==> src/sbcd_pkg.sv <==
`timescale 1ns / 1ps
// Shared types, constants and codes of the stereo bit crusher and decimator.
// Depends on nothing; every other file imports it.
package sbcd_pkg;

  localparam int SAMPLE_BITS = 24;
  localparam int MAX_PERIOD  = 100;

  localparam int PHASE_W = 23;
  localparam int FRAC_W  = 17;
  localparam int ONE_Q16 = 65536;

  localparam logic [PHASE_W-1:0] PERIOD_MIN = PHASE_W'(ONE_Q16);
  localparam logic [PHASE_W-1:0] PERIOD_MAX = PHASE_W'(MAX_PERIOD * ONE_Q16);
  localparam logic [PHASE_W-1:0] PHASE_SAT  = '1;
  localparam logic [FRAC_W-1:0]  FRAC_ONE   = FRAC_W'(ONE_Q16);

  localparam int LEVELS_W = 31;
  localparam int RECIP_W  = 32;
  localparam int WET_W    = 17;

  localparam int QUANT_W      = 24;
  localparam int MUL_A_W      = (SAMPLE_BITS + 2 > QUANT_W + 1) ? SAMPLE_BITS + 2 : QUANT_W + 1;
  localparam int MUL_B_W      = 32;
  localparam int MUL_DIGITS   = MUL_B_W / 2;
  localparam int PROD_W       = MUL_A_W + MUL_B_W;
  localparam int CNT_W        = $clog2(MUL_DIGITS + 1);
  localparam int ROUND_SHIFT  = 16;
  localparam int LEVEL_SHIFT  = SAMPLE_BITS + 7;
  localparam int RECIP_SHIFT  = 33 - SAMPLE_BITS;
  localparam int CRUSH_W      = PROD_W - RECIP_SHIFT;

  localparam int CFG_ADDR_W = 5;
  localparam int CFG_DATA_W = 32;
  localparam int CFG_IDX_W  = 3;

  typedef logic signed [SAMPLE_BITS-1:0] sample_t;

  localparam sample_t SAMPLE_MAX = {1'b0, {(SAMPLE_BITS-1){1'b1}}};
  localparam logic [SAMPLE_BITS-1:0] MAG_LIMIT = {1'b1, {(SAMPLE_BITS-1){1'b0}}};

  typedef enum logic [CFG_IDX_W-1:0] {
    REG_DECIM_PERIOD = 3'd0,
    REG_QUANT_ENABLE = 3'd1,
    REG_QUANT_LEVELS = 3'd2,
    REG_QUANT_RECIP  = 3'd3,
    REG_WET_MIX      = 3'd4
  } cfg_reg_t;

  typedef enum logic [1:0] {
    OP_INTERP,
    OP_LEVEL,
    OP_RECIP,
    OP_MIX
  } mul_op_t;

  typedef enum logic [2:0] {
    ST_IDLE,
    ST_INTERP,
    ST_HOLD,
    ST_QLEVEL,
    ST_QRECIP,
    ST_QFIN,
    ST_MIX,
    ST_OUT
  } seq_state_t;

  typedef struct packed {
    logic [PHASE_W-1:0]  decim_period;
    logic                quant_enable;
    logic [LEVELS_W-1:0] quant_levels;
    logic [RECIP_W-1:0]  quant_recip;
    logic [WET_W-1:0]    wet_mix;
  } cfg_t;

  typedef struct packed {
    logic    x_load;
    mul_op_t op;
    logic    mul_load;
    logic    mul_step;
    logic    hold_wr;
    logic    held_upd;
    logic    crush_wr;
    logic    quant;
  } lane_ctl_t;

  typedef struct packed {
    logic [FRAC_W-1:0]   frac;
    logic [WET_W-1:0]    wet;
    logic [LEVELS_W-1:0] levels;
    logic [RECIP_W-1:0]  recip;
  } lane_coef_t;

endpackage

==> src/sbcd_if.sv <==
`timescale 1ns / 1ps
// Valid/ready stream interfaces for the sample request and the result request.
// Depends on sbcd_pkg for the sample type.
interface sbcd_in_if import sbcd_pkg::*; ();
  logic    valid;
  logic    ready;
  sample_t in_left;
  sample_t in_right;

  modport source (output valid, output in_left, output in_right, input ready);
  modport sink (input valid, input in_left, input in_right, output ready);
endinterface

interface sbcd_out_if import sbcd_pkg::*; ();
  logic    valid;
  logic    ready;
  sample_t out_left;
  sample_t out_right;

  modport source (output valid, output out_left, output out_right, input ready);
  modport sink (input valid, input out_left, input out_right, output ready);
endinterface

==> src/sbcd_regs.sv <==
`timescale 1ns / 1ps
// APB-style configuration register file of the crusher.
// Depends on sbcd_pkg for the register codes and the cfg_t bundle.
module sbcd_regs import sbcd_pkg::*; (
  input  logic                  clk,
  input  logic                  rst_n,
  input  logic                  psel,
  input  logic                  penable,
  input  logic                  pwrite,
  input  logic [CFG_ADDR_W-1:0] paddr,
  input  logic [CFG_DATA_W-1:0] pwdata,
  output logic [CFG_DATA_W-1:0] prdata,
  output logic                  pready,
  output cfg_t                  cfg
);

  logic [PHASE_W-1:0]  decim_r, decim_nxt;
  logic                qen_r, qen_nxt;
  logic [LEVELS_W-1:0] levels_r, levels_nxt;
  logic [RECIP_W-1:0]  recip_r, recip_nxt;
  logic [WET_W-1:0]    wet_r, wet_nxt;
  logic                wr_en;
  cfg_reg_t            reg_idx;

  assign pready  = 1'b1;
  assign wr_en   = psel && penable && pwrite;
  assign reg_idx = cfg_reg_t'(paddr[CFG_ADDR_W-1:2]);

  always_comb begin
    decim_nxt  = decim_r;
    qen_nxt    = qen_r;
    levels_nxt = levels_r;
    recip_nxt  = recip_r;
    wet_nxt    = wet_r;
    if (wr_en) begin
      case (reg_idx)
        REG_DECIM_PERIOD: decim_nxt  = pwdata[PHASE_W-1:0];
        REG_QUANT_ENABLE: qen_nxt    = pwdata[0];
        REG_QUANT_LEVELS: levels_nxt = pwdata[LEVELS_W-1:0];
        REG_QUANT_RECIP:  recip_nxt  = pwdata[RECIP_W-1:0];
        REG_WET_MIX:      wet_nxt    = pwdata[WET_W-1:0];
        default:          decim_nxt  = decim_r;
      endcase
    end
  end

  always_ff @(posedge clk) begin
    if (!rst_n) begin
      decim_r  <= PERIOD_MIN;
      qen_r    <= 1'b0;
      levels_r <= LEVELS_W'(256);
      recip_r  <= RECIP_W'(32'd16777216);
      wet_r    <= WET_W'(32768);
    end else begin
      decim_r  <= decim_nxt;
      qen_r    <= qen_nxt;
      levels_r <= levels_nxt;
      recip_r  <= recip_nxt;
      wet_r    <= wet_nxt;
    end
  end

  always_comb begin
    case (reg_idx)
      REG_DECIM_PERIOD: prdata = CFG_DATA_W'(decim_r);
      REG_QUANT_ENABLE: prdata = CFG_DATA_W'(qen_r);
      REG_QUANT_LEVELS: prdata = CFG_DATA_W'(levels_r);
      REG_QUANT_RECIP:  prdata = CFG_DATA_W'(recip_r);
      REG_WET_MIX:      prdata = CFG_DATA_W'(wet_r);
      default:          prdata = '0;
    endcase
  end

  assign cfg.decim_period = decim_r;
  assign cfg.quant_enable = qen_r;
  assign cfg.quant_levels = levels_r;
  assign cfg.quant_recip  = recip_r;
  assign cfg.wet_mix      = wet_r;

endmodule

==> src/sbcd_mul.sv <==
`timescale 1ns / 1ps
// Radix-4 shift-add multiplier: signed multiplicand by unsigned multiplier,
// two multiplier bits per cycle while step is high. Depends on sbcd_pkg for its widths.
module sbcd_mul import sbcd_pkg::*; (
  input  logic                      clk,
  input  logic                      load,
  input  logic                      step,
  input  logic signed [MUL_A_W-1:0] a,
  input  logic        [MUL_B_W-1:0] b,
  output logic signed [PROD_W-1:0]  prod
);

  logic signed [MUL_A_W-1:0]   a_r, a_nxt;
  logic signed [MUL_A_W+1:0]   a3_r, a3_nxt;
  logic signed [MUL_A_W-1:0]   hi_r, hi_nxt;
  logic        [MUL_B_W-1:0]   lo_r, lo_nxt;
  logic signed [MUL_A_W+1:0]   addend;
  logic signed [MUL_A_W+1:0]   sum;

  always_comb begin
    case (lo_r[1:0])
      2'd1:    addend = (MUL_A_W+2)'(a_r);
      2'd2:    addend = (MUL_A_W+2)'(a_r) <<< 1;
      2'd3:    addend = a3_r;
      default: addend = '0;
    endcase
    sum = (MUL_A_W+2)'(hi_r) + addend;
  end

  always_comb begin
    a_nxt  = a_r;
    a3_nxt = a3_r;
    hi_nxt = hi_r;
    lo_nxt = lo_r;
    if (load) begin
      a_nxt  = a;
      a3_nxt = (MUL_A_W+2)'(a) + ((MUL_A_W+2)'(a) <<< 1);
      hi_nxt = '0;
      lo_nxt = b;
    end else if (step) begin
      hi_nxt = sum[MUL_A_W+1:2];
      lo_nxt = {sum[1:0], lo_r[MUL_B_W-1:2]};
    end
  end

  always_ff @(posedge clk) begin
    a_r  <= a_nxt;
    a3_r <= a3_nxt;
    hi_r <= hi_nxt;
    lo_r <= lo_nxt;
  end

  assign prod = {hi_r, lo_r};

endmodule

==> src/sbcd_lane.sv <==
`timescale 1ns / 1ps
// One audio channel: sample history, held value, crusher and wet/dry mix,
// all products taken on one serial multiplier. Depends on sbcd_pkg, sbcd_mul.
module sbcd_lane import sbcd_pkg::*; (
  input  logic       clk,
  input  logic       rst_n,
  input  lane_ctl_t  ctl,
  input  lane_coef_t coef,
  input  sample_t    x_in,
  output sample_t    y
);

  sample_t x_r, x_nxt;
  sample_t prev_r, prev_nxt;
  sample_t held_r, held_nxt;
  sample_t crushed_r, crushed_nxt;

  logic signed [MUL_A_W-1:0]     mul_a;
  logic        [MUL_B_W-1:0]     mul_b;
  logic signed [PROD_W-1:0]      prod;
  logic signed [PROD_W-1:0]      rnd_sum;
  logic        [PROD_W-1:0]      r_sum;
  logic        [CRUSH_W-1:0]     r_val;
  logic        [SAMPLE_BITS-1:0] r_mag;
  logic        [QUANT_W-1:0]     q_val;
  logic signed [SAMPLE_BITS:0]   held_ext;
  logic signed [SAMPLE_BITS:0]   held_mag;
  logic signed [SAMPLE_BITS+1:0] rnd_wide;
  logic signed [SAMPLE_BITS+1:0] mix_sum;
  sample_t                       wet_src;
  sample_t                       interp_val;
  sample_t                       crush_val;

  sbcd_mul u_mul (
    .clk  (clk),
    .load (ctl.mul_load),
    .step (ctl.mul_step),
    .a    (mul_a),
    .b    (mul_b),
    .prod (prod)
  );

  always_comb begin
    held_ext = (SAMPLE_BITS+1)'(held_r);
    held_mag = held_r[SAMPLE_BITS-1] ? -held_ext : held_ext;
    q_val    = prod[LEVEL_SHIFT +: QUANT_W] + QUANT_W'(|prod[LEVEL_SHIFT-1:0]);
    wet_src  = ctl.quant ? crushed_r : held_r;
  end

  always_comb begin
    case (ctl.op)
      OP_INTERP: begin
        mul_a = MUL_A_W'(x_r) - MUL_A_W'(prev_r);
        mul_b = MUL_B_W'(coef.frac);
      end
      OP_LEVEL: begin
        mul_a = MUL_A_W'(held_mag);
        mul_b = MUL_B_W'(coef.levels);
      end
      OP_RECIP: begin
        mul_a = MUL_A_W'(q_val);
        mul_b = coef.recip;
      end
      OP_MIX: begin
        mul_a = MUL_A_W'(wet_src) - MUL_A_W'(x_r);
        mul_b = MUL_B_W'(coef.wet);
      end
      default: begin
        mul_a = '0;
        mul_b = '0;
      end
    endcase
  end

  // Interpolation and mix round half up; the crusher rounds the magnitude.
  always_comb begin
    rnd_sum    = prod + PROD_W'(ONE_Q16 / 2);
    interp_val = prev_r + sample_t'(rnd_sum[ROUND_SHIFT +: SAMPLE_BITS]);
    rnd_wide   = signed'(rnd_sum[ROUND_SHIFT +: SAMPLE_BITS+2]);
    mix_sum    = (SAMPLE_BITS+2)'(x_r) + rnd_wide;
    if (mix_sum > (SAMPLE_BITS+2)'(SAMPLE_MAX)) begin
      y = SAMPLE_MAX;
    end else if (mix_sum < -(SAMPLE_BITS+2)'(SAMPLE_MAX) - (SAMPLE_BITS+2)'(1)) begin
      y = sample_t'(MAG_LIMIT);
    end else begin
      y = sample_t'(mix_sum[SAMPLE_BITS-1:0]);
    end
  end

  always_comb begin
    r_sum = prod + PROD_W'(64'd1 << (RECIP_SHIFT - 1));
    r_val = r_sum[PROD_W-1:RECIP_SHIFT];
    r_mag = (r_val > CRUSH_W'(MAG_LIMIT)) ? MAG_LIMIT : r_val[SAMPLE_BITS-1:0];
    if (held_r[SAMPLE_BITS-1]) begin
      crush_val = sample_t'(-r_mag);
    end else if (r_mag[SAMPLE_BITS-1]) begin
      crush_val = SAMPLE_MAX;
    end else begin
      crush_val = sample_t'(r_mag);
    end
  end

  always_comb begin
    x_nxt       = ctl.x_load ? x_in : x_r;
    prev_nxt    = ctl.hold_wr ? x_r : prev_r;
    held_nxt    = (ctl.hold_wr && ctl.held_upd) ? interp_val : held_r;
    crushed_nxt = ctl.crush_wr ? crush_val : crushed_r;
  end

  always_ff @(posedge clk) begin
    if (!rst_n) begin
      prev_r <= '0;
      held_r <= '0;
    end else begin
      prev_r <= prev_nxt;
      held_r <= held_nxt;
    end
  end

  always_ff @(posedge clk) begin
    x_r       <= x_nxt;
    crushed_r <= crushed_nxt;
  end

endmodule

==> src/stereo_bit_crusher_decimator.sv <==
`timescale 1ns / 1ps
// Stereo bit crusher with sample-rate reduction. Each accepted frame runs
// through interpolation when the phase accumulator reloads the held pair,
// the hold step, the crusher when quantization is enabled and the wet/dry
// mix. A new frame is accepted only once the last result has gone into the
// result register, which may wait for the result register to be taken.
// Each channel takes its products on a radix-4 serial multiplier: one for
// interpolation, two for the crusher and one for the wet/dry mix. Both
// channels run in lockstep. Depends on sbcd_pkg, sbcd_if, sbcd_regs and
// sbcd_lane.
module stereo_bit_crusher_decimator import sbcd_pkg::*; (
  input  logic                  clk,
  input  logic                  rst_n,
  sbcd_in_if.sink               in_chan,
  sbcd_out_if.source            out_chan,
  input  logic                  psel,
  input  logic                  penable,
  input  logic                  pwrite,
  input  logic [CFG_ADDR_W-1:0] paddr,
  input  logic [CFG_DATA_W-1:0] pwdata,
  output logic [CFG_DATA_W-1:0] prdata,
  output logic                  pready
);

  cfg_t       cfg;
  seq_state_t state_r, state_nxt;
  logic [CNT_W-1:0]   cnt_r, cnt_nxt;
  logic [PHASE_W-1:0] phase_r, phase_nxt;
  logic [FRAC_W-1:0]  frac_r, frac_nxt;
  logic               reload_r, reload_nxt;
  logic               out_valid_r, out_valid_nxt;
  sample_t            out_left_r, out_left_nxt;
  sample_t            out_right_r, out_right_nxt;

  logic [PHASE_W-1:0] period;
  logic [PHASE_W:0]   phase_diff;
  logic [PHASE_W-1:0] phase_mid;
  logic [PHASE_W:0]   phase_inc;
  logic               reload;
  logic               in_ready;
  logic               accept;
  logic               mul_state;
  logic               mul_last;
  logic               out_free;
  logic               out_load;
  lane_ctl_t          ctl;
  lane_coef_t         coef;
  sample_t            y_left;
  sample_t            y_right;

  sbcd_regs u_regs (
    .clk     (clk),
    .rst_n   (rst_n),
    .psel    (psel),
    .penable (penable),
    .pwrite  (pwrite),
    .paddr   (paddr),
    .pwdata  (pwdata),
    .prdata  (prdata),
    .pready  (pready),
    .cfg     (cfg)
  );

  // Phase bookkeeping for the incoming frame.
  always_comb begin
    if (cfg.decim_period < PERIOD_MIN) begin
      period = PERIOD_MIN;
    end else if (cfg.decim_period > PERIOD_MAX) begin
      period = PERIOD_MAX;
    end else begin
      period = cfg.decim_period;
    end
    phase_diff = {1'b0, phase_r} - {1'b0, period};
    reload     = !phase_diff[PHASE_W];
    phase_mid  = reload ? phase_diff[PHASE_W-1:0] : phase_r;
    phase_inc  = {1'b0, phase_mid} + (PHASE_W+1)'(ONE_Q16);
  end

  assign in_ready  = (state_r == ST_IDLE);
  assign accept    = in_ready && in_chan.valid;
  assign mul_state = state_r inside {ST_INTERP, ST_QLEVEL, ST_QRECIP, ST_MIX};
  assign mul_last  = mul_state && (cnt_r == CNT_W'(MUL_DIGITS));
  assign out_free  = !out_valid_r || out_chan.ready;

  always_comb begin
    state_nxt = state_r;
    case (state_r)
      ST_IDLE:   if (in_chan.valid) state_nxt = reload ? ST_INTERP : ST_HOLD;
      ST_INTERP: if (mul_last) state_nxt = ST_HOLD;
      ST_HOLD:   state_nxt = cfg.quant_enable ? ST_QLEVEL : ST_MIX;
      ST_QLEVEL: if (mul_last) state_nxt = ST_QRECIP;
      ST_QRECIP: if (mul_last) state_nxt = ST_QFIN;
      ST_QFIN:   state_nxt = ST_MIX;
      ST_MIX:    if (mul_last) state_nxt = ST_OUT;
      ST_OUT:    if (out_free) state_nxt = ST_IDLE;
      default:   state_nxt = ST_IDLE;
    endcase
  end

  always_comb begin
    ctl.x_load   = accept;
    ctl.mul_load = mul_state && (cnt_r == '0);
    ctl.mul_step = mul_state && (cnt_r != '0);
    ctl.hold_wr  = (state_r == ST_HOLD);
    ctl.held_upd = reload_r;
    ctl.crush_wr = (state_r == ST_QFIN);
    ctl.quant    = cfg.quant_enable;
    out_load     = (state_r == ST_OUT) && out_free;
    case (state_r)
      ST_QLEVEL: ctl.op = OP_LEVEL;
      ST_QRECIP: ctl.op = OP_RECIP;
      ST_MIX:    ctl.op = OP_MIX;
      default:   ctl.op = OP_INTERP;
    endcase
  end

  always_comb begin
    cnt_nxt       = mul_state ? (mul_last ? '0 : cnt_r + CNT_W'(1)) : '0;
    phase_nxt     = phase_r;
    frac_nxt      = frac_r;
    reload_nxt    = reload_r;
    if (accept) begin
      phase_nxt  = phase_inc[PHASE_W] ? PHASE_SAT : phase_inc[PHASE_W-1:0];
      frac_nxt   = (phase_mid > PHASE_W'(FRAC_ONE)) ? FRAC_ONE : phase_mid[FRAC_W-1:0];
      reload_nxt = reload;
    end
    out_left_nxt  = out_load ? y_left : out_left_r;
    out_right_nxt = out_load ? y_right : out_right_r;
    out_valid_nxt = out_load || (out_valid_r && !out_chan.ready);
  end

  always_ff @(posedge clk) begin
    if (!rst_n) begin
      state_r     <= ST_IDLE;
      cnt_r       <= '0;
      phase_r     <= '0;
      reload_r    <= 1'b0;
      out_valid_r <= 1'b0;
    end else begin
      state_r     <= state_nxt;
      cnt_r       <= cnt_nxt;
      phase_r     <= phase_nxt;
      reload_r    <= reload_nxt;
      out_valid_r <= out_valid_nxt;
    end
  end

  always_ff @(posedge clk) begin
    frac_r      <= frac_nxt;
    out_left_r  <= out_left_nxt;
    out_right_r <= out_right_nxt;
  end

  assign coef.frac   = frac_r;
  assign coef.wet    = (cfg.wet_mix > WET_W'(ONE_Q16)) ? WET_W'(ONE_Q16) : cfg.wet_mix;
  assign coef.levels = cfg.quant_levels;
  assign coef.recip  = cfg.quant_recip;

  sbcd_lane u_lane_left (
    .clk   (clk),
    .rst_n (rst_n),
    .ctl   (ctl),
    .coef  (coef),
    .x_in  (in_chan.in_left),
    .y     (y_left)
  );

  sbcd_lane u_lane_right (
    .clk   (clk),
    .rst_n (rst_n),
    .ctl   (ctl),
    .coef  (coef),
    .x_in  (in_chan.in_right),
    .y     (y_right)
  );

  assign in_chan.ready      = in_ready;
  assign out_chan.valid     = out_valid_r;
  assign out_chan.out_left  = out_left_r;
  assign out_chan.out_right = out_right_r;

endmodule
==> src/flat_wrapper.sv <==
// flat-port wrapper written by rule: the top's interface ports become plain ports
module stereo_bit_crusher_decimator_flat import sbcd_pkg::*;
  (clk, rst_n, psel, penable, pwrite, paddr, pwdata, prdata, pready, in_chan_valid, in_chan_in_left, in_chan_in_right, in_chan_ready, out_chan_valid, out_chan_out_left, out_chan_out_right, out_chan_ready);
  sbcd_in_if in_chan_i ();
  sbcd_out_if out_chan_i ();
  input  logic clk;
  input  logic rst_n;
  input  logic psel;
  input  logic penable;
  input  logic pwrite;
  input  logic [CFG_ADDR_W-1:0] paddr;
  input  logic [CFG_DATA_W-1:0] pwdata;
  output logic [CFG_DATA_W-1:0] prdata;
  output logic pready;
  input wire logic [$bits(in_chan_i.valid)-1:0] in_chan_valid;
  input wire logic [$bits(in_chan_i.in_left)-1:0] in_chan_in_left;
  input wire logic [$bits(in_chan_i.in_right)-1:0] in_chan_in_right;
  output wire logic [$bits(in_chan_i.ready)-1:0] in_chan_ready;
  output wire logic [$bits(out_chan_i.valid)-1:0] out_chan_valid;
  output wire logic [$bits(out_chan_i.out_left)-1:0] out_chan_out_left;
  output wire logic [$bits(out_chan_i.out_right)-1:0] out_chan_out_right;
  input wire logic [$bits(out_chan_i.ready)-1:0] out_chan_ready;
  assign in_chan_i.valid = in_chan_valid;
  assign in_chan_i.in_left = in_chan_in_left;
  assign in_chan_i.in_right = in_chan_in_right;
  assign in_chan_ready = in_chan_i.ready;
  assign out_chan_valid = out_chan_i.valid;
  assign out_chan_out_left = out_chan_i.out_left;
  assign out_chan_out_right = out_chan_i.out_right;
  assign out_chan_i.ready = out_chan_ready;
  stereo_bit_crusher_decimator u_core (.clk(clk), .rst_n(rst_n), .in_chan(in_chan_i), .out_chan(out_chan_i), .psel(psel), .penable(penable), .pwrite(pwrite), .paddr(paddr), .pwdata(pwdata), .prdata(prdata), .pready(pready));
endmodule
==> config.mk <==
export PLATFORM = sky130hd
export DESIGN_NAME = stereo_bit_crusher_decimator_flat
export DESIGN_NICKNAME = d
export VERILOG_FILES = /design/src/sbcd_pkg.sv /design/src/sbcd_if.sv /design/src/sbcd_regs.sv /design/src/sbcd_mul.sv /design/src/sbcd_lane.sv /design/src/stereo_bit_crusher_decimator.sv /design/src/flat_wrapper.sv
export SDC_FILE = /design/constraint.sdc
export NUM_CORES = 2
export LEC_CHECK = 0
export BUFFER_PORTS_ARGS = -buffer_cell sky130_fd_sc_hd__buf_2
export CAP_MARGIN = 20
export CORE_ASPECT_RATIO = 2
export CORE_UTILIZATION = 50
export DETAILED_ROUTE_END_ITERATION = 8
export PLACE_DENSITY = 0.78
export SLEW_MARGIN = 15
export SYNTH_ARGS = -nofsm -noshare
export SYNTH_HDL_FRONTEND = slang
export SYNTH_SLANG_ARGS = --single-unit
==> constraint.sdc <==
create_clock -name clk -period 5.6 [get_ports clk]
set_input_delay 1.12 -clock clk [delete_from_list [all_inputs] [get_ports clk]]
set_output_delay 1.12 -clock clk [all_outputs]
set_load 0.03 [all_outputs]
==> flow_metrics.env <==
export IMPL_netlist_top_cells_count="nand2_1 (755), nor2_1 (349), ha_1 (335)"
export IMPL_initial_antenna_violation_count=9
export IMPL_yosys_mux_area_fraction_pct=4.36
export IMPL_critical_path_depth=24
export IMPL_routed_vias=45400
export IMPL_cp_num_buf_inv=6
export IMPL_regToRegSetupSlack_ns=0.02
export IMPL_die_area_mm2=0.0962
export IMPL_h_tree_lvls=2
export IMPL_critical_path_max_stage_delay_ns=0.73
export IMPL_global_route_usage_total_pct=36.7
export IMPL_r2r_end="u_core.frac_r[9]$_SDFFCE_PN0P_"
export IMPL_violations="design-rule violations"
export IMPL_syn_num_nets=5958
export IMPL_maximum_buffer_depth_of_the_clock_tree=3
export IMPL_timing_final_max_slew_violations=0
export IMPL_finalSetupViolations=0
export IMPL_drc_errors=8
export IMPL_clock_latency_ns=0.72
export IMPL_sequential_area_share_after_synthesis_pct=32.6
export IMPL_place_detailed_hpwl_um=139000
export IMPL_synth_area_mm2=0.0474
export IMPL_post_synth_top_area_fraction_pct=20.6
export IMPL_avgSynthCellArea_um2=8.60
export IMPL_worst_setup_path_startpoint="u_core.u_regs.decim_r[13]$_SDFFE_PN0P_"
export IMPL_crit_path_capture_type="flip-flop"
export IMPL_synthMostInstantiatedCell="nand2_1"
export IMPL_timing_rr_start="u_core.u_regs.decim_r[13]$_SDFFE_PN0P_"
export IMPL_synth_fa_ha_area_share_pct=9.39
export IMPL_clock_tree_from_tritoncts="built"
export IMPL_cp_data_required_time_ns=6.17
export IMPL_path_clk_slew_ns=0.07
export IMPL_max_slew_margin_pct=28.7
export IMPL_viasPerCell=6.35
export IMPL_routed_wirelength_um=180000
export IMPL_cts_sinks=610
export IMPL_worstMarginPinSlew_ns=1.07
export IMPL_core_area_mm2=0.0939
export IMPL_globalRouteOverflowTotal=0
export IMPL_max_cap_violations=0
export IMPL_route_detailed_wl_per_inst_um=25.2
export IMPL_critical_path_top_delay_family="compound AO/OA/AOI/OAI gates"
export IMPL_timing_critical_path_slowest_stage_cell="o41ai_4"
export IMPL_synth_compound_area_share_pct=22.3
export IMPL_hold_path_class="reg -> reg"
export IMPL_final_hold_violation_count=0
export IMPL_detail_route_antenna_nets=0
export IMPL_grt_start_max_net_pins=142
export IMPL_dominant_combinational_cell_family_by_area_after_synthesis="compound AO/OA/AOI/OAI gates"
export IMPL_ios=175
export IMPL_floorplan_initialDensity_pct=50.5
export IMPL_synth_seq_cells=610
export IMPL_critPathMaxFanout=7
export IMPL_final_period_utilization_pct=99.7
export IMPL_finalWorstSetupSlack_ns=0.0182
export IMPL_critical_path_top_cell_by_count="buf_4"
export IMPL_final_net_count=6324
export IMPL_worst_setup_path_endpoint="u_core.frac_r[9]$_SDFFCE_PN0P_"
export IMPL_async_flop_share_pct=0
export IMPL_crit_type="reg -> reg"
export IMPL_cts_buffers=60
export IMPL_firstDrtPassIters=8
export IMPL_setup_worst_path_start_class="flip-flop"
export IMPL_detailedPlace_worstSlack_ns=-0.594
export IMPL_vias_in_the_first_global_route=45300
export IMPL_synth_area_leaders="edfxtp_1 (21%), dfxtp_1 (12%), ha_1 (8.8%)"
export IMPL_finalClockSkew_ns=0.0768
export IMPL_cts_root_buffer_cell="clkbuf_16"
export IMPL_rsz0062_at_grt="yes"
export IMPL_holdBufCountCts=0
export IMPL_drive_gt1_share_pct=17.1
export IMPL_die_width_um=220
export IMPL_worst_r2r_path_depth=24
export IMPL_layout_area_overhead_vs_synth_pct=15.8
export IMPL_synth_simple_area_share_pct=18.5
export IMPL_grt_pass1_wl_um=266000
export IMPL_yosysUniqueCellTypes=88
export IMPL_ys_dominant_reg_cell="edfxtp_1"
export IMPL_synth_warning_count=0
export IMPL_status="complete, but fails checks"
export IMPL_finalWeightedCongestion=1.03
export IMPL_max_freq_ghz=0.179
export IMPL_number_of_enable_flip_flop_cells_after_synthesis=325
export IMPL_critPathArrivalTime_ns=6.15
export IMPL_syn_inst=5518
export IMPL_worst_path_cell_trace="nor4_4 > nand3_2 > o41ai_4 > buf_4 > a21oi_2 > nor2_1 > buf_4 > nand2_1 > ha_4 > o21a_1 > o211ai_1 > buf_4 > a311oi_4 > o21ai_4 > buf_4 > a21oi_4 > o31ai_1 > a211oi_2 > nand2_1 > nor4_4 > o21ai_4 > buf_6 > a21oi_2 > buf_4"
export IMPL_fp_dieH_um=438
export IMPL_port_buffer_count=171
export IMPL_detail_route_iter0_violations=3644
export IMPL_layout_min_cycle_time_ns=5.58
export IMPL_fp_row_count=159
export IMPL_synth_top_area_cell="edfxtp_1"
export IMPL_synth_xor_area_share_pct=8.46
cells by family (layout without fill, tap and decap cells):
group / after synthesis / after routing
flip-flops: 610 / 610
AO/OA/AOI/OAI: 1545 / 1545
multiplexers: 155 / 155
AND/OR/NAND/NOR: 1871 / 1871
buffers and inverters: 530 / 948
other: 1 / 8
adder cells (fa/ha/maj): 348 / 348
XOR/XNOR: 458 / 458
layout make-up:
cell class | instances | area, um2
clock inverter | 29 | 327
sequential | 610 | 15500
multi-input combinational | 4378 | 30800
antenna | 7 | 17.5
timing repair buffer | 586 | 4110
fill | 8339 | 39000
clock buffer | 85 | 1770
inverter | 248 | 937
tap | 1207 | 1510
repair_timing:
item | 4_1_cts | 5_1_grt
endpoints found under the setup margin | 47 | 59
cloned | 0 | 2
gates resized for setup | 19 | 145
pin swaps | 4 | 45
setup buffers | 1 | 20
metal layers:
metal  vias up  global-route usage, %  wire length (um)
met5         -                      0                27
met4         4                   39.1             23300
met3       878                   6.58             10600
met2      1930                   63.9             88100
met1     21700                   34.3             58200
li1      20900                      -                 -
cell usage in the layout, fill, tap and decap left out, types with 60 or more instances in the layout:
cell type	synthesis	final
nand3_1	155	152
a21boi_0	173	168
ha_1	335	308
mux2_2	104	104
a21oi_1	306	290
a22o_1	112	112
dfxtp_1	285	280
xor2_1	173	170
and3_1	62	60
buf_4	2	401
and2_1	62	61
xnor2_1	285	285
nor2_1	349	346
o21a_1	111	111
a21o_1	105	105
clkbuf_16	0	65
edfxtp_1	325	325
o21ai_0	278	265
nand4_1	72	72
inv_1	246	245
nor3_1	110	103
buf_2	35	171
nand2_1	755	748
worst min-delay path by stage:
stage	start	end	slack, ns	cells after the start
floorplan	u_core.cnt_r[0]$_SDFF_PP0_	u_core.cnt_r[0]$_SDFF_PP0_	0.43	1
global placement	u_core.cnt_r[0]$_SDFF_PP0_	u_core.cnt_r[0]$_SDFF_PP0_	0.44	1
detailed placement	u_core.cnt_r[0]$_SDFF_PP0_	u_core.cnt_r[0]$_SDFF_PP0_	0.46	1
CTS	u_core.cnt_r[0]$_SDFF_PP0_	u_core.cnt_r[0]$_SDFF_PP0_	0.47	1
global route	u_core.u_regs.recip_r[30]$_SDFFE_PN0P_	u_core.u_regs.recip_r[30]$_SDFFE_PN0P_	0.50	2
finish	u_core.cnt_r[0]$_SDFF_PP0_	u_core.cnt_r[0]$_SDFF_PP0_	0.47	1
sequential cells by signal (all words and copies together) (netlist names), 26 cells and up:
| name | count |
|---|---|
| u_core.u_lane_left.u_mul.lo_r | 32 |
| u_core.u_lane_left.u_mul.hi_r | 26 |
| u_core.u_lane_right.u_mul.hi_r | 26 |
| u_core.u_lane_right.u_mul.a3_r | 27 |
| u_core.u_lane_left.u_mul.a3_r | 27 |
| u_core.u_regs.recip_r | 32 |
| u_core.u_lane_right.u_mul.lo_r | 32 |
| u_core.u_regs.levels_r | 31 |
stage by stage:
| stage | instances | instance area [um2] | hold slack (ns) | setup TNS [ns] | utilization [%] |
|---|---|---|---|---|---|
| floorplan | 5518 | 47400 | 0.430 | 0 | - |
| global placement | 7004 | 51700 | 0.443 | -21.11 | 55.1 |
| detailed placement | 7004 | 51700 | 0.456 | -8.61 | 55.1 |
| CTS | 7119 | 53900 | 0.472 | 0 | 57.4 |
| global route | 7149 | 54900 | 0.503 | -2.57 | 58.5 |
| finish | 7150 | 54900 | 0.467 | 0 | 58.5 |
Power is left out: the tool's default activity adds up to more than one toggle a clock period on the data nets, which glitch-free logic cannot reach.
